### config.mk
export PLATFORM = sky130hd
export DESIGN_NAME = flash_program_sequencer
export DESIGN_NICKNAME = d
export VERILOG_FILES = /design/src/hw/rtl/fps_pkg.sv /design/src/hw/rtl/flash_program_sequencer.sv /design/src/hw/rtl/fps_core.sv /design/src/hw/rtl/fps_emit.sv
export SDC_FILE = /design/constraint.sdc
export NUM_CORES = 1
export LEC_CHECK = 0
export ABC_AREA = 1
export BUFFER_PORTS_ARGS = -buffer_cell sky130_fd_sc_hd__buf_2
export CAP_MARGIN = 20
export CORE_MARGIN = 4
export CORE_UTILIZATION = 45
export CTS_BUF_LIST = sky130_fd_sc_hd__clkbuf_8 sky130_fd_sc_hd__clkbuf_16
export DETAILED_ROUTE_END_ITERATION = 10
export PLACE_DENSITY = 0.79
export SLEW_MARGIN = 20
export SYNTH_ARGS = -nofsm -noshare
export SYNTH_HDL_FRONTEND = slang
export SYNTH_HIERARCHICAL = 1
export SYNTH_SLANG_ARGS = --single-unit
### constraint.sdc
create_clock -name clk -period 4.3 [get_ports clk]
set_clock_uncertainty 0.05 [all_clocks]
set_input_delay 0.215 -clock clk [delete_from_list [all_inputs] [get_ports clk]]
set_output_delay 0.215 -clock clk [all_outputs]
set_load 0.02 [all_outputs]
### src/hw/rtl/fps_pkg.sv
// ----------------------------------------------------------------------------
// fps_pkg: types and constants of the flash program sequencer
// Transaction payloads, burst descriptor, opcodes, result kinds and the
// fixed unlock addresses and command bytes of the program sequence.
// ----------------------------------------------------------------------------
`default_nettype none

package fps_pkg;

  localparam int unsigned BankW   = 3;
  localparam int unsigned OffsetW = 16;
  localparam int unsigned AddrW   = BankW + OffsetW;
  localparam int unsigned LimitW  = 16;

  // Input opcodes
  localparam logic [1:0] OP_PROGRAM  = 2'd0;
  localparam logic [1:0] OP_READBACK = 2'd1;
  localparam logic [1:0] OP_RESTART  = 2'd2;

  // Result kinds
  localparam logic [2:0] KIND_WRITE      = 3'd0;
  localparam logic [2:0] KIND_READ       = 3'd1;
  localparam logic [2:0] KIND_PROGRAMMED = 3'd2;
  localparam logic [2:0] KIND_SKIPPED    = 3'd3;
  localparam logic [2:0] KIND_FAILED     = 3'd4;
  localparam logic [2:0] KIND_IGNORED    = 3'd5;

  // Unlock / program command sequence
  localparam logic [OffsetW-1:0] UNLOCK_ADDR_A = 16'h5555;
  localparam logic [OffsetW-1:0] UNLOCK_ADDR_B = 16'h2AAA;
  localparam logic [7:0]         UNLOCK_DATA_A = 8'hAA;
  localparam logic [7:0]         UNLOCK_DATA_B = 8'h55;
  localparam logic [7:0]         PROGRAM_CMD   = 8'hA0;

  localparam logic [LimitW-1:0]  POLL_LIMIT_RESET = 16'd60000;
  localparam logic [LimitW-1:0]  POLL_COUNT_MAX   = 16'hFFFF;

  // Beats of a program burst
  localparam logic [2:0] BEAT_UNLOCK_A = 3'd0;
  localparam logic [2:0] BEAT_UNLOCK_B = 3'd1;
  localparam logic [2:0] BEAT_COMMAND  = 3'd2;
  localparam logic [2:0] BEAT_DATA     = 3'd3;
  localparam logic [2:0] BEAT_READ     = 3'd4;

  typedef struct packed {
    logic [1:0] opcode;
    logic [7:0] data;
  } in_item_t;

  typedef struct packed {
    logic [AddrW-1:0] bus_addr;
    logic [7:0]       bus_data;
    logic [2:0]       kind;
    logic             last;
  } out_item_t;

  // One burst of results caused by a single input transaction
  typedef struct packed {
    logic             load;     // a burst is produced
    logic             prog;     // five-beat program burst, else one status beat
    logic [AddrW-1:0] addr;     // bank:offset of the byte concerned
    logic [7:0]       data;     // byte to program
    logic [2:0]       kind;     // kind of a single status beat
  } burst_t;

endpackage

`default_nettype wire

### src/hw/rtl/flash_program_sequencer.sv
// ----------------------------------------------------------------------------
// flash_program_sequencer: byte program sequencer for a banked parallel flash
// Turns program and read-back transactions into unlock, command, data and
// read request bus cycles plus status results, tracking bank:offset.
// ----------------------------------------------------------------------------
//
//   channel  | signals                          | carries
//   ---------+----------------------------------+----------------------------
//   in       | in_valid, in_stall, in_item      | opcode, data
//   out      | out_valid, out_stall, out_item   | bus_addr, bus_data, kind, last
//   config   | cfg_write, cfg_data              | poll_limit
//
// A program transaction at an unprotected byte, with no read-back awaited,
// yields five result transactions, one per cycle while out_stall is low;
// all other transactions yield one (a restart yields none). The result
// emitter's beat counter sets the pace, one beat per accepted result.
// A new input transaction is taken in the cycle the previous burst's last
// beat leaves, so bursts follow back to back.
// Reset (rst, synchronous) clears position, poll state and any pending
// burst, and sets poll_limit to 60000.
// Output stall holds the current beat; input stall is raised only while a
// burst is pending that cannot finish in the current cycle.
// ----------------------------------------------------------------------------
`default_nettype none

module flash_program_sequencer (
  input  wire logic          clk,
  input  wire logic          rst,
  input  wire logic          in_valid,
  output logic               in_stall,
  input  wire fps_pkg::in_item_t in_item,
  output logic               out_valid,
  input  wire logic          out_stall,
  output fps_pkg::out_item_t out_item,
  input  wire logic          cfg_write,
  input  wire logic [15:0]   cfg_data
);
  import fps_pkg::*;

  burst_t burst;
  logic   free;
  logic   take;

  // Take a transaction whenever the emitter can accept the burst it causes
  assign in_stall = !free;
  assign take     = in_valid && free;

  // Decode against position and poll state, update the state
  fps_core u_core (
    .clk       (clk),
    .rst       (rst),
    .take      (take),
    .item      (in_item),
    .cfg_write (cfg_write),
    .cfg_data  (cfg_data),
    .burst     (burst)
  );

  // Play the burst out on the result channel
  fps_emit u_emit (
    .clk       (clk),
    .rst       (rst),
    .burst     (burst),
    .out_stall (out_stall),
    .out_valid (out_valid),
    .out_item  (out_item),
    .free      (free)
  );

endmodule

`default_nettype wire

### src/hw/rtl/fps_core.sv
// ----------------------------------------------------------------------------
// fps_core: position and poll state of the flash program sequencer
// Decodes one input transaction against the current state, updates the
// state and hands a burst descriptor to the result emitter.
// ----------------------------------------------------------------------------
`default_nettype none

module fps_core (
  input  wire logic             clk,
  input  wire logic             rst,
  input  wire logic             take,
  input  wire fps_pkg::in_item_t item,
  input  wire logic             cfg_write,
  input  wire logic [15:0]      cfg_data,
  output fps_pkg::burst_t       burst
);
  import fps_pkg::*;

  logic [AddrW-1:0]  pos;            // bank:offset
  logic              awaiting;
  logic [7:0]        expected_byte;
  logic [LimitW-1:0] poll_count;
  logic [LimitW-1:0] poll_limit;

  logic [AddrW-1:0]  pos_next;
  logic              awaiting_next;
  logic [7:0]        expected_next;
  logic [LimitW-1:0] poll_count_next;
  logic [LimitW-1:0] poll_bumped;
  logic [LimitW-1:0] limit_eff;
  logic              protected_pos;

  assign protected_pos = (pos[AddrW-1 -: BankW] == '0) && pos[OffsetW-1];
  assign poll_bumped   = (poll_count == POLL_COUNT_MAX) ? poll_count
                                                        : poll_count + 1'b1;
  assign limit_eff     = (poll_limit == '0) ? LimitW'(1) : poll_limit;

  always_comb begin
    pos_next        = pos;
    awaiting_next   = awaiting;
    expected_next   = expected_byte;
    poll_count_next = poll_count;
    burst.load      = 1'b1;
    burst.prog      = 1'b0;
    burst.addr      = pos;
    burst.data      = '0;
    burst.kind      = KIND_IGNORED;
    if (item.opcode == OP_RESTART) begin
      pos_next        = '0;
      awaiting_next   = 1'b0;
      expected_next   = '0;
      poll_count_next = '0;
      burst.load      = 1'b0;
    end else if (item.opcode == OP_PROGRAM && !awaiting) begin
      if (protected_pos) begin
        burst.kind = KIND_SKIPPED;
        pos_next   = pos + 1'b1;
      end else begin
        burst.prog      = 1'b1;
        burst.data      = item.data;
        burst.kind      = KIND_WRITE;
        awaiting_next   = 1'b1;
        expected_next   = item.data;
        poll_count_next = '0;
      end
    end else if (item.opcode == OP_READBACK && awaiting) begin
      poll_count_next = poll_bumped;
      if (item.data == expected_byte) begin
        burst.kind    = KIND_PROGRAMMED;
        awaiting_next = 1'b0;
        pos_next      = pos + 1'b1;
      end else if (poll_bumped >= limit_eff) begin
        burst.kind    = KIND_FAILED;
        awaiting_next = 1'b0;
      end else begin
        burst.kind = KIND_READ;
      end
    end
    if (!take) begin
      burst.load = 1'b0;
    end
  end

  always_ff @(posedge clk) begin
    if (rst) begin
      pos           <= '0;
      awaiting      <= 1'b0;
      expected_byte <= '0;
      poll_count    <= '0;
      poll_limit    <= POLL_LIMIT_RESET;
    end else begin
      if (take) begin
        pos           <= pos_next;
        awaiting      <= awaiting_next;
        expected_byte <= expected_next;
        poll_count    <= poll_count_next;
      end
      if (cfg_write) begin
        poll_limit <= cfg_data;
      end
    end
  end

endmodule

`default_nettype wire

### src/hw/rtl/fps_emit.sv
// ----------------------------------------------------------------------------
// fps_emit: result emitter of the flash program sequencer
// Holds one burst descriptor and plays it out beat by beat on the output
// channel, one result transaction per accepted beat.
// ----------------------------------------------------------------------------
`default_nettype none

module fps_emit (
  input  wire logic         clk,
  input  wire logic         rst,
  input  wire fps_pkg::burst_t burst,
  input  wire logic         out_stall,
  output logic              out_valid,
  output fps_pkg::out_item_t out_item,
  output logic              free
);
  import fps_pkg::*;

  logic       busy;
  burst_t     held;
  logic [2:0] beat;
  logic       last_beat;
  logic       beat_done;

  assign last_beat = !held.prog || (beat == BEAT_READ);
  assign beat_done = busy && !out_stall;
  // Free for a new burst when empty or when the final beat leaves now
  assign free      = !busy || (beat_done && last_beat);
  assign out_valid = busy;

  always_comb begin
    out_item.bus_addr = held.addr;
    out_item.bus_data = '0;
    out_item.kind     = held.kind;
    out_item.last     = last_beat;
    if (held.prog) begin
      case (beat)
        BEAT_UNLOCK_A: begin
          out_item.bus_addr = {held.addr[AddrW-1 -: BankW], UNLOCK_ADDR_A};
          out_item.bus_data = UNLOCK_DATA_A;
          out_item.kind     = KIND_WRITE;
        end
        BEAT_UNLOCK_B: begin
          out_item.bus_addr = {held.addr[AddrW-1 -: BankW], UNLOCK_ADDR_B};
          out_item.bus_data = UNLOCK_DATA_B;
          out_item.kind     = KIND_WRITE;
        end
        BEAT_COMMAND: begin
          out_item.bus_addr = {held.addr[AddrW-1 -: BankW], UNLOCK_ADDR_A};
          out_item.bus_data = PROGRAM_CMD;
          out_item.kind     = KIND_WRITE;
        end
        BEAT_DATA: begin
          out_item.bus_data = held.data;
          out_item.kind     = KIND_WRITE;
        end
        default: begin
          out_item.kind = KIND_READ;
        end
      endcase
    end
  end

  always_ff @(posedge clk) begin
    if (rst) begin
      busy <= 1'b0;
      beat <= '0;
    end else if (free) begin
      busy <= burst.load;
      beat <= '0;
    end else if (beat_done) begin
      beat <= beat + 1'b1;
    end
  end

  always_ff @(posedge clk) begin
    if (free && burst.load) begin
      held <= burst;
    end
  end

endmodule

`default_nettype wire

== After elaboration in Yosys (flattened, before gate mapping) ==
Cells that the tools add are included.

* Reduce and logical (&&, ||, !) cells: 31
* Equality and inequality tests: 11
* $lt $le $gt $ge: 1
* Divide/modulo/power cells: 0
* Bitwise gates (word level): 1
* Shift-type cells: 0
* Add/sub/neg operators: 3
* Multiply operators: 0
* Mux-type cells: 32

{| class="wikitable"
|+ Operator list
! cell !! number
|-
| two-way mux 16 bit || 6
|-
| two-way mux 19 bit || 5
|-
| one-hot mux 16 bit (2 select lines) || 1
|-
| one-hot mux 8 bit (4 select lines) || 1
|-
| two-way mux 27 bit || 1
|-
| two-way mux 8 bit || 3
|-
| adder 19 x 1 -> 19 bit, second input constant || 1
|-
| adder 16 x 1 -> 16 bit, second input constant || 1
|-
| == test 16 bit, second input constant || 1
|-
| >= comparator 16 bit || 1
|-
| logical NOT 16 bit || 1
|-
| two-way mux 3 bit || 4
|-
| two-way mux 1 bit || 10
|-
| == test 8 bit || 1
|-
| AND reduction 4 bit || 2
|-
| logical AND 1 bit || 7
|-
| == test 3 x 2 -> 1 bit, second input constant || 2
|-
| logical NOT 3 bit || 2
|-
| AND reduction 3 bit || 2
|-
| nonzero test 3 bit || 2
|-
| OR reduction 2 bit || 3
|-
| logical NOT 1 bit || 5
|-
| nonzero test 4 bit || 1
|-
| OR reduction 4 bit || 1
|-
| 14 further kinds || 15
|}

* Memory bits (writable): 0
* Memory bits (read-only): 0
* Word-level logic and storage cells: 90
* Latch bits: 0
* Memories: 0
* Flip-flop bits (word level): 95
* Output and inout port bits: 33

== Depth between registers and ports, before layout ==
Gate-level depths: netlist (run 1).

* Word-level depth: 8
* Mapped depth: 22

== By module ==
The synthesis (run 1) kept the hierarchy.

{| class="wikitable"
|+ By module, submodules not included
! module !! cells each !! times used !! area an instance (µm²) !! seq. area each (µm²)
|-
| fps_core || 575 || 1 || 3849.9 || 1201.2
|-
| fps_emit || 142 || 1 || 1576.5 || 1011.0
|-
| flash_program_sequencer || 3 || 1 || 11.3 || 0.0
|}

== Least setup slack after synthesis (run 1) ==
OpenSTA, ideal clock, no wires.

* Path kind: flip-flop to flip-flop
* Start point: register u_emit.beat[0]
* End point: register u_emit/held[0] (netlist bit) (enable)
* Path buffers: 1
* Setup time: 0.467 ns
* Clock period less this slack: 4.212 ns
* Slack: 0.088 ns
* Arrival time: 3.695 ns
* Stages on the path, launching flop included: 13
* Cell sequence: dfxtp_1 -> inv_1 -> ha_1 -> nand2_1 -> nand2_1 -> nand2_1 -> nand2_1 -> nand2_1 -> inv_1 -> buf_2 -> inv_1 -> nor2_1 -> a21boi_0

{| class="wikitable"
|+ RTL lines
! element !! line !! source
|-
| start, declared || fps_emit.sv:21 || <nowiki>logic [2:0] beat;</nowiki>
|-
| start signal, assigned || fps_emit.sv:72 || <nowiki>beat <= beat + 1'b1;</nowiki>
|-
| end signal, assigned || fps_emit.sv:78 || <nowiki>held <= burst;</nowiki>
|-
| end, declared || fps_emit.sv:20 || <nowiki>burst_t held;</nowiki>
|}

==> flow_metrics.tcl, run 1 <==
set metrics [dict create \
    status "finished, final reports clean" \
    power.density_mw_per_mm2 334 \
    cts-root-buf "clkbuf_16" \
    hp-start "cfg_data[14]" \
    drcViolationCount 0 \
    die_height_um 118 \
    rows 39 \
    coreArea_mm2 0.0116 \
    cts_resized 0 \
    clock_path_buffers 2 \
    synth_flop_cell "dfxtp_1" \
    ctsHoldBuffers 0 \
    setup_viol 0 \
    synth_top_family_by_area "simple AND/OR/NAND/NOR gates" \
    cts.clk_slew.worst_paths_ns 0.07 \
    grt_max_degree 53 \
    slew_headroom 0.614 \
    areaGrowthSynthToFinish_pct 12.0 \
    synth.avg_cell_area_um2 7.55 \
    hold_viol 0 \
    synth-seq-cells 95 \
    async_reset_ff_frac 0 \
    fin_nets 824 \
    die_area_mm2 0.0139 \
    critical_path_class "register to register" \
    clk-insertion-delay-late_ns 0.35 \
    netlist_top_cells_area "dfxtp_1 (24%), edfxtp_1 (17%), nand2_1 (15%)" \
    dpl_worst_slack_ns 1.39 \
    n_fill_cell 1093 \
    synthCells 720 \
    grt_usage 0.168 \
    maxCapViolCount 0 \
    layout-drive-gt1-share 0.168 \
    ys_warn_count 6 \
    via_per_inst 5.00 \
    finalSetupTns_ns 0 \
    cts_sinks 95 \
    initial_core_util 0.468 \
    hold_path_class "input port to register" \
    synth_simple_gate_area_frac 0.297 \
    leakagePower_uw 0.00259 \
    fin_crit_ns 2.95 \
    worst_pin_slew_ns 0.579 \
    slew_viol_final 0 \
    drt.antenna.violating_nets 0 \
    cts_max_level 3 \
    cp-startpoint "u_emit/beat[0]" \
    cp-start-kind "register" \
    gp_congestion 0.890 \
    yosysSeqAreaShare 0.407 \
    netlist.area_leader.share 0.236 \
    vdd_drop_max_v 0.000261 \
    grt_overflow_total 0 \
    finalWorstSetupSlack_ns 1.35 \
    ios 64 \
    synth-edff-count 31 \
    wirelength_um 11400 \
    diodes 0 \
    crit_required_ns 4.28 \
    syn_nets 774 \
    rsz0062_at_grt "false" \
    yosys.area.top_type "dfxtp_1" \
    antenna_found_initial 0 \
    cts_made_buffers 9 \
    grt_pass1_vias 4306 \
    io_buffers 63 \
    synth.distinct_cells 41 \
    layout.area.seq_mm2 0.00221 \
    synthAdderAreaFrac 0.0529 \
    reg2reg_from "u_emit/beat[0]" \
    worstPathMaxFanout 21 \
    cts_tree "built" \
    cp.arrival_ns 2.93 \
    vias 4593 \
    hpwlAfterDp_um 8420 \
    synth_area_mm2 0.00544 \
    first_pass_iters 6 \
    cp-end-kind "register" \
    multi_input_comb_area_mm2 0.00274 \
    post-route-period-util 0.686 \
    die_x_um 118 \
    wl_per_cell_um 12.4 \
    synthMuxAreaShare 0 \
    synthXorXnorAreaFrac 0.0483 \
    post-cts-setup-buffers 0 \
    drtIter0Drc 288 \
    grt_pass1_wl_um 19700 \
    max_freq_mhz 339 \
    synth_compound_area_frac 0.106 \
]
==> layout make-up <==
cell class | instances | area share
clock buffer | 9 | 0.0370
clock inverter | 7 | 0.0168
inverter | 78 | 0.0491
multi-input combinational | 521 | 0.450
sequential | 95 | 0.363
tap | 143 | 0.0294
timing repair buffer | 65 | 0.0542
==> synth_stat cells (7+ instances only) <==
cell / number
nand2_2: 13
inv_2: 7
o21ai_0: 20
nand4_1: 14
buf_6: 7
xnor2_1: 15
edfxtp_1: 31
clkbuf_1: 10
dfxtp_1: 64
nand3_1: 25
inv_1: 68
nor2_1: 62
a21oi_1: 73
xor2_1: 15
ha_1: 23
nor3_1: 10
nand2_1: 215
==> critical path, stage by stage (launching register included) <==
cell and delay, ns:
dfxtp_1 0.34, inv_1 0.16, ha_1 0.20, nand2_1 0.06, nand2_1 0.08, nand2_1 0.12, nand2_1 0.11, nand2_1 0.06
inv_1 0.22, inv_1 0.15, nor2_1 0.18, a21boi_2 0.51, buf_4 0.38
==> final timing paths <==
kind	cells past startpoint	to	slack, ns
worst max register to register	12	u_emit/held[18]	1.35
worst min register to register	2	u_core/poll_limit[0]	0.42
worst min-delay path	3	u_core/poll_limit[14]	0.03
worst max-delay path	12	u_emit/held[18]	1.35
==> cells by family after synthesis <==
family	after synthesis
AND/OR/NAND/NOR	362
AO/OA/AOI/OAI	106
buffers and inverters	104
flip-flops	95
XOR/XNOR	30
adder cells (fa/ha/maj)	23
==> metrics by stage <==
step / power (µW) / instance area, µm² / hold slack, ns / utilization / instances
final: 2040 / 6090 / 0.0269 / 0.525 / 918
after global placement: 1210 / 5760 / 0.380 / 0.496 / 902
after floorplan: 1150 / 5440 / 0.287 / - / 720
after detailed placement: 1210 / 5760 / 0.386 / 0.496 / 902
after global routing: 2120 / 6090 / 0.0375 / 0.525 / 918
after CTS: 2060 / 6090 / 0.0186 / 0.525 / 918
==> sequential cells by signal, summed over array words and instances, names as in the netlist <==
register / cells
u_emit/held: 31
u_core/pos: 19
u_core/poll_count: 16
u_core/poll_limit: 16
u_core/expected_byte: 8
u_emit/beat: 3
u_core/awaiting: 1
u_emit/out_valid: 1
==> power by group <==
part	total, µW	internal, µW	switching (µW)
combinational	212	66.3	145
sequential	979	961	17.4
clock	845	472	373
==> routing by layer <==
layer / share of wire / up-vias / GRT usage
li1: - / 2423 / -
met1: 0.47 / 2036 / 0.220
met2: 0.45 / 113 / 0.268
met3: 0.054 / 21 / 0.0481
met4: 0.024 / 0 / 0.0535
met5: 0 / - / 0
==> cells in the final DEF, fill, tap and decap left out, drive strengths merged <==
master,instances
a21boi,1
a21oi,78
and2,3
and3b,1
buf,65
bufinv,1
clkbuf,9
clkinv,4
dfxtp,64
edfxtp,31
ha,23
inv,80
nand2,233
nand3,26
nand3b,1
nand4,15
nor2,70
nor3,11
nor4,1
o21a,1
o21ai,23
o21bai,1
o31ai,1
o41ai,1
or2,1
xnor2,15
xor2,15
Note: power is estimated with default switching activity, not from simulation.
==> run 2: changes to the inputs <==
clock period = 2.42 ns   (was 4.3 ns; I/O delays follow)
==> flow_metrics.tcl, run 2 (same netlist as run 1, synthesis figures left out) <==
set metrics [dict create \
    vdd_drop_max_v 0.000327 \
    cts_max_level 3 \
    cts.clk_slew.worst_paths_ns 0.07 \
    critical_path_class "register to register" \
    antenna_found_initial 0 \
    ios 64 \
    post-route-period-util 1.17 \
    p_sw_uw 969 \
    swShare 0.265 \
    final_cells 986 \
    hold-worst-slack_ns 0.0181 \
    drcViolationCount 0 \
    combPwrFrac 0.123 \
    dpl_cell_area_mm2 0.00618 \
    worst_pin_slew_ns 0.676 \
    grt_max_degree 32 \
    worstPathMaxFanout 5 \
    slew_headroom 0.544 \
    die_x_um 118 \
    largest_reg_flops 31 \
    crit_required_ns 2.49 \
    max_stage_delay_ns 0.35 \
    reg.largest.list "u_emit/held x31, u_core/pos x19" \
    ff2ff_setup_slack_ns -0.41 \
    clk-insertion-delay-late_ns 0.35 \
    finalWorstSetupSlack_ns -0.411 \
    design_area_mm2 0.00692 \
    grt_usage 0.185 \
    drtIter0Drc 368 \
    maxCapViolCount 0 \
    cts_made_buffers 9 \
    grt_overflow_total 0 \
    dpl.cell_count 951 \
    die_area_mm2 0.0139 \
    power.density_mw_per_mm2 529 \
    dpl_worst_slack_ns -0.239 \
    cts-root-buf "clkbuf_16" \
    cpMostUsedCell "nand2_2" \
    layout-drive-gt1-share 0.273 \
    fin_crit_ns 2.83 \
    leakagePower_uw 0.00296 \
    rsz0062_at_grt "true" \
    via_per_inst 5.09 \
    finalSetupTns_ns -1.10 \
    grt_pass1_wl_um 21400 \
    areaGrowthSynthToFinish_pct 27.3 \
    pwr-share-seq 0.474 \
    final_common_cell "nand2_1" \
    cp.arrival_ns 2.90 \
    status "finished with violations" \
    wirelength_um 13500 \
    cp-end-kind "register" \
    cellInternalPower_uw 2690 \
    first_pass_iters 6 \
    hold_viol 0 \
    path_cells "ha_4 -> nand2_2 -> inv_2 -> nand2_4 -> nor2_4 -> nand3_2 -> nor2_4 -> buf_6 -> inv_4 -> nand2_2 -> ha_1 -> a21oi_1 -> o21ai_0 -> nor2_2 -> and2_4 -> nand2_2 -> nand3_2 -> inv_2" \
    max_freq_mhz 353 \
    top_register "u_emit/held" \
    vias 5017 \
    cp-start-kind "register" \
    power.share.clock 0.403 \
    hold_path_class "input port to register" \
    diodes 0 \
    fin_nets 892 \
    clock_path_buffers 2 \
    grt_pass1_vias 4646 \
    hpwlAfterDp_um 9110 \
    slew_viol_final 0 \
    cts_sinks 95 \
    layout_common_cells "nand2_1 (203), a21oi_1 (68), inv_1 (63), buf_2 (63), dfxtp_1 (62)" \
    cts_tree "built" \
    initial_core_util 0.468 \
    rows 39 \
    io_buffers 63 \
    die_height_um 118 \
    gp_congestion 0.912 \
    wl_per_cell_um 13.7 \
    setup_viol 3 \
    coreArea_mm2 0.0116 \
    drt.antenna.violating_nets 0 \
    crit_slowest_cell "dfxtp_2" \
    violations "setup timing" \
]
## run 2: cell count changes in the layout (fill, tap and decap cells not counted), sizes merged
cell         change
buf             +57
inv              -1
dlygate4sd3     +10
clkinv           +1
clkinvlp         +1
## run 2: worst paths after layout
check / start / end / cells past startpoint
worst min-delay path: cfg_data[1] / u_core/poll_limit[1] / 3
worst max-delay path: u_core/poll_count[1] / u_emit/held[2] / 18
worst min register to register: u_core/poll_count[15] / u_core/poll_count[15] / 2
worst max register to register: u_core/poll_count[1] / u_emit/held[2] / 18
## run 2: layout make-up
| type | count | area, µm² |
|---|---|---|
| Inverter | 78 | 309 |
| Timing Repair Buffer | 132 | 890 |
| Fill cell | 1009 | 4690 |
| Tap cell | 143 | 179 |
| Clock buffer | 9 | 225 |
| Clock inverter | 7 | 91.3 |
| Timing Repair inverter | 1 | 6.26 |
| Multi-Input combinational cell | 521 | 3010 |
| Sequential cell | 95 | 2220 |
## run 2: metrics by stage
stage / total power [µW] / util
final: 3660 / 0.596
after global routing: 3800 / 0.596
after CTS: 3650 / 0.574
after detailed placement: 2170 / 0.533
after global placement: 2160 / 0.533
after floorplan: 2050 / -
## run 2: per-layer routing
metal	GRT usage	part of all wire	up-vias
li1	-	-	2555
met1	0.231	0.43	2274
met2	0.315	0.50	156
met3	0.0341	0.047	32
met4	0.0733	0.026	0
met5	0	0	-
## run 2: timing repair
item / CTS / global route
setup buffers: 2 / 6
hold buffers: 10 / 0
setup endpoints to repair: 3 / 30
gates resized for setup: 13 / 46
pin swaps: 6 / 3
gates cloned: 0 / 1
hold endpoints to repair: 10 / 0
## run 2: power groups by stage
stage	clock network [µW]	registers (µW)	logic (µW)
after floorplan	0	1770	287
after global placement	0	1770	395
after detailed placement	0	1770	403
after CTS	1500	1730	420
after global routing	1560	1740	500
final	1470	1730	451
## run 2: worst max-delay path: cells and delay by family, from the launching register on
family	cells	cell delay, ns
AOI/OAI and AO/OA	2	0.40
adders and majority gates	2	0.40
buffers and inverters	4	0.30
DFF	1	0.35
and+or+nand+nor	10	1.10
